`config.mk`:
```
export PLATFORM = sky130hd
export DESIGN_NAME = audio_frame_rms_peak_meter_core_flat
export DESIGN_NICKNAME = d
export VERILOG_FILES = /design/src/design/afrpm_pkg.sv /design/src/design/afrpm_if.sv /design/src/design/audio_frame_rms_peak_meter_core.sv /design/src/flat_wrapper.sv
export SDC_FILE = /design/constraint.sdc
export NUM_CORES = 2
export LEC_CHECK = 0
export BUFFER_PORTS_ARGS = -buffer_cell sky130_fd_sc_hd__buf_4
export CORE_UTILIZATION = 60
export CTS_BUF_LIST = sky130_fd_sc_hd__clkbuf_4
export CTS_CLUSTER_DIAMETER = 40
export DETAILED_ROUTE_END_ITERATION = 8
export HOLD_SLACK_MARGIN = 0.06
export PLACE_DENSITY = 0.82
export SETUP_SLACK_MARGIN = 0.2
export SYNTH_ARGS = -nofsm -noshare
export SYNTH_HDL_FRONTEND = slang
export SYNTH_SLANG_ARGS = --single-unit
```
`constraint.sdc`:
```
create_clock -name clk_i -period 8.2 [get_ports clk_i]
set_clock_uncertainty 0.1 [all_clocks]
set_input_delay 0.82 -clock clk_i [delete_from_list [all_inputs] [get_ports clk_i]]
set_output_delay 0.82 -clock clk_i [all_outputs]
set_load 0.03 [all_outputs]
```
`src/design/afrpm_pkg.sv`:
```
`timescale 1ns / 1ps
// Shared widths, constants and types of the audio frame RMS and peak level meter.
package afrpm_pkg;

  localparam int SAMPLE_BITS = 16;
  localparam int LEVEL_W     = 16;
  localparam int SUM_BITS    = 42;
  localparam int ROOT_W      = SUM_BITS / 2;
  localparam int SQ_REM_W    = ROOT_W + 3;
  localparam int STEP_W      = $clog2(SUM_BITS);
  localparam int CH_IDX_W    = 3;
  localparam int CC_W        = 4;
  localparam int LEN_W       = 13;
  localparam int CFG_DATA_W  = 13;
  localparam int CFG_IDX_W   = 2;

  localparam int DEF_MAX_CHANNELS      = 8;
  localparam int DEF_MAX_FRAME_SAMPLES = 4096;

  localparam logic [CFG_IDX_W-1:0] REG_CHANNEL_COUNT = CFG_IDX_W'(0);
  localparam logic [CFG_IDX_W-1:0] REG_FRAME_LENGTH  = CFG_IDX_W'(1);

  localparam logic [CC_W-1:0]    CC_RESET  = CC_W'(2);
  localparam logic [LEN_W-1:0]   LEN_RESET = LEN_W'(1152);
  localparam logic [LEVEL_W-1:0] START_MAX = LEVEL_W'(1 << (SAMPLE_BITS - 3));

  typedef logic signed [SAMPLE_BITS-1:0] sample_t;
  typedef logic [LEVEL_W-1:0]            level_t;
  typedef logic [CH_IDX_W-1:0]           ch_idx_t;

endpackage

```
`src/design/afrpm_if.sv`:
```
`timescale 1ns / 1ps
// Request channels of the level meter: the sample input and the level result output.
interface afrpm_sample_if;
  import afrpm_pkg::*;

  logic    valid;
  logic    ready;
  sample_t sample_value;

  modport source (output valid, output sample_value, input ready);
  modport sink (input valid, input sample_value, output ready);
endinterface

interface afrpm_level_if;
  import afrpm_pkg::*;

  logic    valid;
  logic    ready;
  ch_idx_t channel_index;
  level_t  rms_level;
  level_t  peak_level;
  level_t  max_rms_seen;
  level_t  max_peak_seen;
  logic    last_channel;

  modport source (output valid, output channel_index, output rms_level, output peak_level,
                  output max_rms_seen, output max_peak_seen, output last_channel,
                  input ready);
  modport sink (input valid, input channel_index, input rms_level, input peak_level,
                input max_rms_seen, input max_peak_seen, input last_channel,
                output ready);
endinterface

```
`src/design/audio_frame_rms_peak_meter_core.sv`:
```
`timescale 1ns / 1ps
// Per-channel RMS and peak level meter over frames of interleaved audio samples.
// Each sample request steps through the states IDLE, SQ and WB: the accumulator memory is read as
// the sample is taken, the square is formed, and the updated sum of squares and peak are written back.
// At the end of a frame every channel is handled in turn (memory read, a 42-step division
// of the sum by the frame length and a 21-step square root), and the next channel starts only
// once the result request of the current one is taken; no sample is taken during that phase.
// The running maxima start at 0.25 and survive configuration writes, which restart the frame.
module audio_frame_rms_peak_meter_core #(
  parameter int MAX_CHANNELS      = afrpm_pkg::DEF_MAX_CHANNELS,
  parameter int MAX_FRAME_SAMPLES = afrpm_pkg::DEF_MAX_FRAME_SAMPLES
) (
  input  logic                             clk_i,
  input  logic                             rst_ni,
  input  logic                             cfg_we_i,
  input  logic [afrpm_pkg::CFG_IDX_W-1:0]  cfg_index_i,
  input  logic [afrpm_pkg::CFG_DATA_W-1:0] cfg_data_i,
  afrpm_sample_if.sink                     sample_i,
  afrpm_level_if.source                    level_o
);
  import afrpm_pkg::*;

  localparam int CH_W    = (MAX_CHANNELS > 1) ? $clog2(MAX_CHANNELS) : 1;
  localparam int ENTRY_W = SUM_BITS + LEVEL_W;

  localparam logic [2:0] ST_IDLE = 3'd0;
  localparam logic [2:0] ST_SQ   = 3'd1;
  localparam logic [2:0] ST_WB   = 3'd2;
  localparam logic [2:0] ST_ERD  = 3'd3;
  localparam logic [2:0] ST_ELD  = 3'd4;
  localparam logic [2:0] ST_DIV  = 3'd5;
  localparam logic [2:0] ST_SQRT = 3'd6;
  localparam logic [2:0] ST_OUT  = 3'd7;

  logic [2:0]              state_q;
  logic [CC_W-1:0]         chan_count_q;
  logic [LEN_W-1:0]        frame_len_q;
  logic [MAX_CHANNELS-1:0] valid_q;
  logic [CH_W-1:0]         ch_pos_q;
  logic [LEN_W-1:0]        cnt_q;
  logic [CH_W-1:0]         emit_ch_q;
  logic                    out_valid_q;
  logic [LEVEL_W-1:0]      max_rms_q;
  logic [LEVEL_W-1:0]      max_pk_q;

  logic [ENTRY_W-1:0]      mem [MAX_CHANNELS];
  logic [ENTRY_W-1:0]      rdata_q;
  logic                    rvld_q;

  logic [LEVEL_W-1:0]      mag_q;
  logic [CH_W-1:0]         ch_q;
  logic [2*LEVEL_W-1:0]    sq_q;
  logic [LEVEL_W-1:0]      pk_q;
  logic [LEVEL_W-1:0]      rms_q;
  logic [LEN_W-1:0]        div_rem_q;
  logic [SUM_BITS-1:0]     div_quo_q;
  logic [SUM_BITS-1:0]     rad_q;
  logic [SQ_REM_W-1:0]     srem_q;
  logic [ROOT_W-1:0]       root_q;
  logic [STEP_W-1:0]       step_q;

  logic [CC_W-1:0]         eff_chans;
  logic [LEN_W-1:0]        eff_len;
  logic [CH_W-1:0]         cur_ch;
  logic [LEVEL_W-1:0]      mag_in;
  logic                    in_acc;
  logic                    rd_en;
  logic [CH_W-1:0]         rd_addr;
  logic [SUM_BITS-1:0]     old_sum;
  logic [LEVEL_W-1:0]      old_pk;
  logic [SUM_BITS:0]       sum_ext;
  logic [SUM_BITS-1:0]     new_sum;
  logic [LEVEL_W-1:0]      new_pk;
  logic                    last_in_group;
  logic                    emit_last;
  logic [LEN_W:0]          div_shift;
  logic                    div_ge;
  logic [LEN_W-1:0]        div_rem_d;
  logic [SUM_BITS-1:0]     div_quo_d;
  logic [SQ_REM_W-1:0]     sq_shift;
  logic [SQ_REM_W-1:0]     sq_trial;
  logic                    sq_ge;
  logic [SQ_REM_W-1:0]     srem_d;
  logic [ROOT_W-1:0]       root_d;
  logic [LEVEL_W-1:0]      rms_new;

  always_comb begin
    if (chan_count_q == '0) begin
      eff_chans = CC_W'(1);
    end else if (32'(chan_count_q) > MAX_CHANNELS) begin
      eff_chans = CC_W'(MAX_CHANNELS);
    end else begin
      eff_chans = chan_count_q;
    end
    if (frame_len_q == '0) begin
      eff_len = LEN_W'(1);
    end else if (32'(frame_len_q) > MAX_FRAME_SAMPLES) begin
      eff_len = LEN_W'(MAX_FRAME_SAMPLES);
    end else begin
      eff_len = frame_len_q;
    end
  end

  assign cur_ch  = (32'(ch_pos_q) >= 32'(eff_chans)) ? '0 : ch_pos_q;
  assign mag_in  = sample_i.sample_value[SAMPLE_BITS-1]
                   ? (LEVEL_W'(~sample_i.sample_value) + LEVEL_W'(1))
                   : LEVEL_W'(sample_i.sample_value);
  assign in_acc  = sample_i.valid && sample_i.ready;
  assign rd_en   = in_acc || (state_q == ST_ERD);
  assign rd_addr = (state_q == ST_IDLE) ? cur_ch : emit_ch_q;

  assign old_sum = rvld_q ? rdata_q[ENTRY_W-1:LEVEL_W] : '0;
  assign old_pk  = rvld_q ? rdata_q[LEVEL_W-1:0] : '0;
  assign sum_ext = {1'b0, old_sum} + (SUM_BITS + 1)'(sq_q);
  assign new_sum = sum_ext[SUM_BITS] ? '1 : sum_ext[SUM_BITS-1:0];
  assign new_pk  = (mag_q > old_pk) ? mag_q : old_pk;

  assign last_in_group = (32'(ch_q) + 1) >= 32'(eff_chans);
  assign emit_last     = (32'(emit_ch_q) + 1) >= 32'(eff_chans);

  assign div_shift = {div_rem_q, div_quo_q[SUM_BITS-1]};
  assign div_ge    = div_shift >= {1'b0, eff_len};
  assign div_rem_d = div_ge ? LEN_W'(div_shift - {1'b0, eff_len}) : div_shift[LEN_W-1:0];
  assign div_quo_d = {div_quo_q[SUM_BITS-2:0], div_ge};

  assign sq_shift = {srem_q[SQ_REM_W-3:0], rad_q[SUM_BITS-1:SUM_BITS-2]};
  assign sq_trial = {1'b0, root_q, 2'b01};
  assign sq_ge    = sq_shift >= sq_trial;
  assign srem_d   = sq_ge ? (sq_shift - sq_trial) : sq_shift;
  assign root_d   = {root_q[ROOT_W-2:0], sq_ge};
  assign rms_new  = root_d[LEVEL_W-1:0];

  assign sample_i.ready        = (state_q == ST_IDLE);
  assign level_o.valid         = out_valid_q;
  assign level_o.channel_index = CH_IDX_W'(emit_ch_q);
  assign level_o.rms_level     = rms_q;
  assign level_o.peak_level    = pk_q;
  assign level_o.max_rms_seen  = max_rms_q;
  assign level_o.max_peak_seen = max_pk_q;
  assign level_o.last_channel  = emit_last;

  always_ff @(posedge clk_i) begin
    if (rd_en) begin
      rdata_q <= mem[rd_addr];
      rvld_q  <= valid_q[rd_addr];
    end
    if (state_q == ST_WB) begin
      mem[ch_q] <= {new_sum, new_pk};
    end
  end

  always_ff @(posedge clk_i) begin
    case (state_q)
      ST_IDLE: begin
        if (in_acc) begin
          mag_q <= mag_in;
          ch_q  <= cur_ch;
        end
      end
      ST_SQ: begin
        sq_q <= mag_q * mag_q;
      end
      ST_ELD: begin
        div_quo_q <= old_sum;
        pk_q      <= old_pk;
        div_rem_q <= '0;
        step_q    <= '0;
      end
      ST_DIV: begin
        div_rem_q <= div_rem_d;
        div_quo_q <= div_quo_d;
        if (32'(step_q) == SUM_BITS - 1) begin
          rad_q  <= div_quo_d;
          srem_q <= '0;
          root_q <= '0;
          step_q <= '0;
        end else begin
          step_q <= step_q + STEP_W'(1);
        end
      end
      ST_SQRT: begin
        srem_q <= srem_d;
        root_q <= root_d;
        rad_q  <= {rad_q[SUM_BITS-3:0], 2'b00};
        step_q <= step_q + STEP_W'(1);
        if (32'(step_q) == ROOT_W - 1) begin
          rms_q <= rms_new;
        end
      end
      default: begin
      end
    endcase
  end

  always_ff @(posedge clk_i or negedge rst_ni) begin
    if (!rst_ni) begin
      state_q      <= ST_IDLE;
      chan_count_q <= CC_RESET;
      frame_len_q  <= LEN_RESET;
      valid_q      <= '0;
      ch_pos_q     <= '0;
      cnt_q        <= '0;
      emit_ch_q    <= '0;
      out_valid_q  <= 1'b0;
      max_rms_q    <= START_MAX;
      max_pk_q     <= START_MAX;
    end else begin
      if (cfg_we_i) begin
        case (cfg_index_i)
          REG_CHANNEL_COUNT: begin
            chan_count_q <= cfg_data_i[CC_W-1:0];
            valid_q      <= '0;
            ch_pos_q     <= '0;
            cnt_q        <= '0;
          end
          REG_FRAME_LENGTH: begin
            frame_len_q <= cfg_data_i[LEN_W-1:0];
            valid_q     <= '0;
            ch_pos_q    <= '0;
            cnt_q       <= '0;
          end
          default: begin
          end
        endcase
      end
      case (state_q)
        ST_IDLE: begin
          if (in_acc) begin
            state_q <= ST_SQ;
          end
        end
        ST_SQ: begin
          state_q <= ST_WB;
        end
        ST_WB: begin
          valid_q[ch_q] <= 1'b1;
          if (!last_in_group) begin
            ch_pos_q <= ch_q + CH_W'(1);
            state_q  <= ST_IDLE;
          end else begin
            ch_pos_q <= '0;
            if ((32'(cnt_q) + 1) < 32'(eff_len)) begin
              cnt_q   <= cnt_q + LEN_W'(1);
              state_q <= ST_IDLE;
            end else begin
              cnt_q     <= '0;
              emit_ch_q <= '0;
              state_q   <= ST_ERD;
            end
          end
        end
        ST_ERD: begin
          state_q <= ST_ELD;
        end
        ST_ELD: begin
          state_q <= ST_DIV;
        end
        ST_DIV: begin
          if (32'(step_q) == SUM_BITS - 1) begin
            state_q <= ST_SQRT;
          end
        end
        ST_SQRT: begin
          if (32'(step_q) == ROOT_W - 1) begin
            if (rms_new > max_rms_q) begin
              max_rms_q <= rms_new;
            end
            if (pk_q > max_pk_q) begin
              max_pk_q <= pk_q;
            end
            out_valid_q <= 1'b1;
            state_q     <= ST_OUT;
          end
        end
        ST_OUT: begin
          if (out_valid_q && level_o.ready) begin
            out_valid_q <= 1'b0;
            if (emit_last) begin
              valid_q <= '0;
              state_q <= ST_IDLE;
            end else begin
              emit_ch_q <= emit_ch_q + CH_W'(1);
              state_q   <= ST_ERD;
            end
          end
        end
        default: begin
          state_q <= ST_IDLE;
        end
      endcase
    end
  end

`ifndef SYNTH
  a_max_rms_monotonic: assert property (@(posedge clk_i) disable iff (!rst_ni)
    1'b1 |=> max_rms_q >= $past(max_rms_q))
    else $error("running RMS maximum decreased");

  a_max_peak_monotonic: assert property (@(posedge clk_i) disable iff (!rst_ni)
    1'b1 |=> max_pk_q >= $past(max_pk_q))
    else $error("running peak maximum decreased");

  a_frame_cleared: assert property (@(posedge clk_i) disable iff (!rst_ni)
    (level_o.valid && level_o.ready && level_o.last_channel) |=> valid_q == '0)
    else $error("accumulators not cleared after the last result of a frame");

  a_div_rem_bound: assert property (@(posedge clk_i) disable iff (!rst_ni)
    (state_q == ST_DIV) |-> div_rem_q < eff_len)
    else $error("division remainder not below the frame length");

  a_result_channel: assert property (@(posedge clk_i) disable iff (!rst_ni)
    out_valid_q |-> (32'(emit_ch_q) < 32'(eff_chans)) && (state_q == ST_OUT))
    else $error("result request for a channel beyond the channel count");
`endif

endmodule
```
`src/flat_wrapper.sv`:
```
// flat-port wrapper written by rule: the top's interface ports become plain ports
module audio_frame_rms_peak_meter_core_flat import afrpm_pkg::*;
#(
  parameter int MAX_CHANNELS      = afrpm_pkg::DEF_MAX_CHANNELS,
  parameter int MAX_FRAME_SAMPLES = afrpm_pkg::DEF_MAX_FRAME_SAMPLES
)
  (clk_i, rst_ni, cfg_we_i, cfg_index_i, cfg_data_i, sample_i_valid, sample_i_sample_value, sample_i_ready, level_o_valid, level_o_channel_index, level_o_rms_level, level_o_peak_level, level_o_max_rms_seen, level_o_max_peak_seen, level_o_last_channel, level_o_ready);
  afrpm_sample_if sample_i_i ();
  afrpm_level_if level_o_i ();
  input  logic clk_i;
  input  logic rst_ni;
  input  logic cfg_we_i;
  input  logic [afrpm_pkg::CFG_IDX_W-1:0] cfg_index_i;
  input  logic [afrpm_pkg::CFG_DATA_W-1:0] cfg_data_i;
  input wire logic [$bits(sample_i_i.valid)-1:0] sample_i_valid;
  input wire logic [$bits(sample_i_i.sample_value)-1:0] sample_i_sample_value;
  output wire logic [$bits(sample_i_i.ready)-1:0] sample_i_ready;
  output wire logic [$bits(level_o_i.valid)-1:0] level_o_valid;
  output wire logic [$bits(level_o_i.channel_index)-1:0] level_o_channel_index;
  output wire logic [$bits(level_o_i.rms_level)-1:0] level_o_rms_level;
  output wire logic [$bits(level_o_i.peak_level)-1:0] level_o_peak_level;
  output wire logic [$bits(level_o_i.max_rms_seen)-1:0] level_o_max_rms_seen;
  output wire logic [$bits(level_o_i.max_peak_seen)-1:0] level_o_max_peak_seen;
  output wire logic [$bits(level_o_i.last_channel)-1:0] level_o_last_channel;
  input wire logic [$bits(level_o_i.ready)-1:0] level_o_ready;
  assign sample_i_i.valid = sample_i_valid;
  assign sample_i_i.sample_value = sample_i_sample_value;
  assign sample_i_ready = sample_i_i.ready;
  assign level_o_valid = level_o_i.valid;
  assign level_o_channel_index = level_o_i.channel_index;
  assign level_o_rms_level = level_o_i.rms_level;
  assign level_o_peak_level = level_o_i.peak_level;
  assign level_o_max_rms_seen = level_o_i.max_rms_seen;
  assign level_o_max_peak_seen = level_o_i.max_peak_seen;
  assign level_o_last_channel = level_o_i.last_channel;
  assign level_o_i.ready = level_o_ready;
  audio_frame_rms_peak_meter_core #(.MAX_CHANNELS(MAX_CHANNELS), .MAX_FRAME_SAMPLES(MAX_FRAME_SAMPLES)) u_core (.clk_i(clk_i), .rst_ni(rst_ni), .cfg_we_i(cfg_we_i), .cfg_index_i(cfg_index_i), .cfg_data_i(cfg_data_i), .sample_i(sample_i_i), .level_o(level_o_i));
endmodule
```
==> Word-level counts from Yosys, hierarchy flattened <==
Memories as Yosys holds them, arrays and structs flattened. A register that Yosys moved wholly into a read port is not among the register bits.
Cells that the tools add are included.
{ "word_totals": {"output_inout_bits": 70, "regBits": 310, "wordCells": 155, "n_memories": 1, "ram_bits": 464} }
{ "mem_list": {"columns": ["memory", "depth", "word_bits", "rd", "rd_ports_with_merged_regs", "wr", "line", "text"], "rows": [
  ["u_core.mem", 8, 58, 1, 1, 1, "audio_frame_rms_peak_meter_core.sv:46", "logic [ENTRY_W-1:0] mem [MAX_CHANNELS];"]
]} }
{ "classes": {"addsub": 11, "n_eq_ne": 17, "n_reduce_logical": 27, "order_cmp": 14, "muxes": 59, "bitwise": 2, "multipliers": 1} }
{ "op_table": {"columns": ["operator", "n"], "rows": [
  ["case mux 42 bit (2 select lines)", 2],
  ["two-way mux 42 bit", 3],
  ["two-way mux 13 bit", 8],
  ["greater-or-equal comparator 32 x 4 -> 1 bit", 2],
  ["greater-than comparator 16 bit", 3],
  ["two-way mux 3 bit", 15],
  ["two-way mux 22 bit", 2],
  ["case mux 22 bit (2 select lines)", 1],
  ["adder 42 x 32 -> 43 bit", 1],
  ["case mux 21 bit (2 select lines)", 1],
  ["less-than comparator 32 x 13 -> 1 bit", 1],
  ["multiplier 16 x 16 -> 32 bit", 1],
  ["two-way mux 16 bit", 2],
  ["two-way mux 8 bit", 4],
  ["case mux 13 bit (2 select lines)", 1],
  ["greater-or-equal comparator 24 x 23 -> 1 bit", 1],
  ["case mux 3 bit (8 select lines)", 1],
  ["subtractor 22 bit", 1],
  ["two-way mux 21 bit", 1],
  ["case mux 6 bit (3 select lines)", 1],
  ["adder 16 x 2 -> 16 bit (second input constant)", 1],
  ["inverter 16 bit", 1],
  ["case mux 8 bit (2 select lines)", 1],
  ["two-way mux 15 bit", 1],
  ["other kinds (42)", 75]
]} }

==> Longest topological paths before layout <==
{ "logic_depth": {"ltp_word": 8, "mapped_depth": 26} }

==> Worst setup path before layout <==
Ideal clock, no wire load.
{ "synth_timing": {"path_kind": "reg2reg", "start": "register u_core.mag_q[4]", "end": "register u_core.sq_q[31] (data pin)", "arrival_time_ns": 6.249, "stages_incl_launch_ff": 23, "path_slack_ns": 1.592, "required_ns": 7.840, "synth_period_minus_slack_ns": 6.608, "cell_sequence": "edfxtp_1 > clkbuf_1 > clkbuf_1 > nand2_1 > fa_1 > inv_1 > fa_1 > fa_1 > fa_1 > fa_1 > inv_1 > fa_1 > inv_1 > ha_1 > a211oi_1 > nor2_1 > o41ai_1 > o211ai_1 > a31o_2 > a21oi_1 > o2111ai_1 > a21oi_1 > xnor2_1"} }
{ "synth_via": {"elab_chain_len": 1} }
{ "synth_rtl": {"columns": ["item", "line", "text"], "rows": [
  ["start: declaration", "audio_frame_rms_peak_meter_core.sv:50", "logic [LEVEL_W-1:0] mag_q;"],
  ["start signal: assignment", "audio_frame_rms_peak_meter_core.sv:156", "mag_q <= mag_in;"],
  ["multiplier 16 x 16 -> 32 bit", "audio_frame_rms_peak_meter_core.sv:161", "sq_q <= mag_q * mag_q;"],
  ["end signal: assignment", "audio_frame_rms_peak_meter_core.sv:161", null],
  ["end: declaration", "audio_frame_rms_peak_meter_core.sv:52", "logic [2*LEVEL_W-1:0] sq_q;"]
]} }
Every way passes these cells.
A chain may end at the register's enable or synchronous reset.

==> Worst setup path after layout <==
Ends and elaborated chain as after synthesis.

==> impl_metrics.ini <==
[placement]
dp_hpwl_microns = 66800
place_congestion = 0.916
io_buffers = 105

[global_route]
grt_pass1_wl_microns = 170000
grt_pass1_vias = 32415
grt_remaining_overflow = 0
track_usage = 0.282
grt_max_degree = 165
antenna_found_initial = 2

[clock_tree]
htree_levels = 4
hold_buffers = 44
cts_sinks = 831
cts.reportedPaths.clkPinSlew_ps = 70
post-cts-setup-buffer-count = 0
cts.path.max_buffers = 3
clkLatencyLatePin_ps = 1070
clockRootBuffer = clkbuf_4
ctsResizeCount = 0
cts_made_buffers = 204
cts_tree = yes

[setup_path]
cp-start-kind = flop
path_class = reg2reg
cp.required_ps = 8900
crit_slowest_cell = edfxtp_1
cp_slowest_stage_delay_ps = 890
cpMostUsedCell = fa_1
reg2reg_depth = 20
cp_max_fo = 20
end_kind = flop
path_cells = nand2_1 -> fa_1 -> inv_1 -> fa_1 -> fa_1 -> fa_1 -> fa_1 -> inv_1 -> fa_1 -> inv_1 -> ha_1 -> a211oi_1 -> nor2_1 -> o41ai_1 -> o211ai_1 -> a31o_2 -> a21oi_1 -> o2111ai_1 -> a21oi_1 -> xnor2_1
timing.critical_path.arrival_ps = 7840

[outcome]
outcome = finished clean

[finish]
syn2layout_area_growth_pct = 10.9
drive_above_1_share = 0.132
final_nets = 4789
n_fill_cell = 5263

[routing]
routed_via_density = 5.86
drc = 0
drt-initial-drc-count = 3076
wl_microns = 107000
vias = 32119
wl_per_cell_microns = 19.6
first_pass_iters = 6
antenna_left = 0

[worst_hold_path]
holdPathStages = 4
hold_class = in2reg

[logic_synthesis]
synth_area_per_cell_sq_um = 11.0
async_flop_share = 0.0963
synth_warnings = 0
synth_top_cell_area_share = 0.495
synth-simple-area-share = 0.160
syn-instance-count = 4127
ys_seq_elements = 831
synth-adder-area-share = 0.141
synth_nets = 4576
synth_top_family_by_area = simple AND/OR/NAND/NOR gates
synth_compound_area_frac = 0.0634
synthesis.area_sq_mm = 0.0455
synth_edf_count = 751
synthFlopType = edfxtp_1
yosysSeqAreaShare = 0.540
synthMuxAreaShare = 0.0273
yosys.cell_types.count = 75
yosysTopAreaCell = edfxtp_1
synth-xor-area-share = 0.0242
synth.area.top_cells = edfxtp_1 50%, nand2_1 7.3%, fa_1 7.3%, ha_1 6.8%, dfrtp_1 4.1%

[floorplan]
die_w_microns = 277
die_y_microns = 277
rows = 100
io_pins = 106
start_util = 0.609
coreArea_sq_mm = 0.0747
dieArea_sq_mm = 0.0770

[job]
drv_cap = 0

[timing]
rsz0062_at_grt = no
worst_hold_slack_ps = 314
timing.fmax_ghz = 0.140
final.min_clock_period_ps = 7130
fin_crit_sh = 0.870
slew_violations = 0
finalSetupViolations = 0
worst_slew_pin_slew_ps = 1230
slew_headroom = 0.180
fin_tns_setup_ps = 0
hold_viol = 0
==> synthesized netlist by cell type (8+ instances only) <==
master and instances:
nor3_1 27, a21o_1 51, fa_1 165, a21oi_1 124
o21a_1 19, and3_1 10, buf_2 13, dfrtp_1 75
nor2_1 170, or2_2 12, xnor2_1 83, or3_1 8
clkbuf_1 147, a31oi_1 13, and2_1 83, ha_1 248
mux2_2 74, edfxtp_1 751, xor2_1 43, a32o_1 13
inv_1 358, nor2b_1 25, buf_1 16, nand2b_1 30
a211oi_1 16, nand3_1 353, o21bai_1 13, mux2i_1 41
nand4_1 22, o211ai_1 11, o31ai_1 9, o21ai_0 127
nand2_1 883
==> layout make-up <==
cell class | count | area [sq um] | share of cell area
clock buffers | 297 | 2230 | 0.0442
clock inverters | 79 | 559 | 0.0111
multi-input cells | 2760 | 19100 | 0.378
inverters | 359 | 1350 | 0.0267
repair buffers | 184 | 1500 | 0.0298
diodes | 3 | 7.51 | 0.000149
well taps | 969 | 1210 | 0.0240
flip-flops and latches | 831 | 24600 | 0.486
==> per-layer routing <==
layer / vias to the layer above / GRT usage / wire length (microns)
met1: 15549 / 0.352 / 41700
met5: - / 0 / 0
li1: 14799 / - / -
met3: 274 / 0.0481 / 8480
met2: 1497 / 0.485 / 53600
met4: 0 / 0.122 / 3490
==> cells by family (layout without fill, tap and decap cells) <==
group | after synthesis | in the layout
other cells | 0 | 3
compound gates | 454 | 454
simple gates | 1652 | 1652
mux | 115 | 115
buf+inv | 536 | 919
fa+ha+maj | 413 | 413
xor+xnor | 126 | 126
flops | 831 | 831
==> path summary, 6_finish.rpt <==
check	start	slack, ps	endpoint
min in group asynchronous	rst_ni	630	u_core.level_o.max_rms_seen[2]$_DFFE_PN0P_
max in group asynchronous	rst_ni	6150	u_core.level_o.max_rms_seen[1]$_DFFE_PN0P_
min reg2reg	u_core.root_q[8]$_SDFFCE_PN0P_	360	u_core.level_o.rms_level[9]$_DFFE_PP_
min	cfg_we_i	310	u_core.ch_pos_q[1]$_DFFE_PN0P_
max	u_core.mag_q[4]$_DFFE_PP_	1070	u_core.sq_q[31]$_DFFE_PP_
max reg2reg	u_core.mag_q[4]$_DFFE_PP_	1070	u_core.sq_q[31]$_DFFE_PP_
==> critical path, delay by kind of cell, from the launching register on <==
family                   cells  cell delay, ps
AND/OR/NAND/NOR              2             260
buffers and inverters        3             160
AO/OA/AOI/OAI                7            1750
XOR/XNOR                     1              80
flip-flops                   1             890
adder cells (fa/ha/maj)      7            3600
==> metrics by stage <==
step                setup slack [ps]   util  instances  area, sq um
CTS                             1140  0.676       5479        50500
detailed placement              1140  0.633       5059        47300
finish                          1070  0.676       5482        50500
global route                     760  0.676       5482        50500
floorplan                       1590      -       4127        45500
global placement                1260  0.633       5059        47300
==> sequential cells by signal (all words and copies together), names as in the netlist, 6 cells and up <==
signal and count:
u_core.level_o.max_peak_seen 16, u_core.div_quo_q 42, u_core.valid_q 8, u_core.level_o.rms_level 16, u_core.mem 464, u_core.root_q 21
u_core.frame_len_q 13, u_core.level_o.peak_level 16, u_core.level_o.max_rms_seen 16, u_core.div_rem_q 13, u_core.step_q 6, u_core.cnt_q 13
u_core.rad_q 42, u_core.mag_q 16, u_core.srem_q 22, u_core.rdata_q 58, u_core.sq_q 31
==> cells in the final DEF (no fill, tap or decap), types with 16 or more instances in the layout <==
cell / Yosys / final
clkbuf_4: 0 / 297
fa_1: 165 / 165
ha_1: 248 / 248
dlygate4sd3_1: 0 / 44
nand2_1: 883 / 881
a21oi_1: 124 / 122
nand3_1: 353 / 353
nand4_1: 22 / 22
o21ai_0: 127 / 127
nor2b_1: 25 / 24
mux2_2: 74 / 74
edfxtp_1: 751 / 751
xnor2_1: 83 / 83
nor3_1: 27 / 25
mux2i_1: 41 / 41
and2_1: 83 / 83
a21o_1: 51 / 51
buf_4: 0 / 139
dfrtp_1: 75 / 75
inv_1: 358 / 358
o21a_1: 19 / 19
nor2_1: 170 / 163
clkinv_1: 0 / 49
a211oi_1: 16 / 16
nand2b_1: 30 / 30
xor2_1: 43 / 43
Power is left out: the tool's default activity adds up to more than one toggle a clock period on the data nets, which glitch-free logic cannot reach.
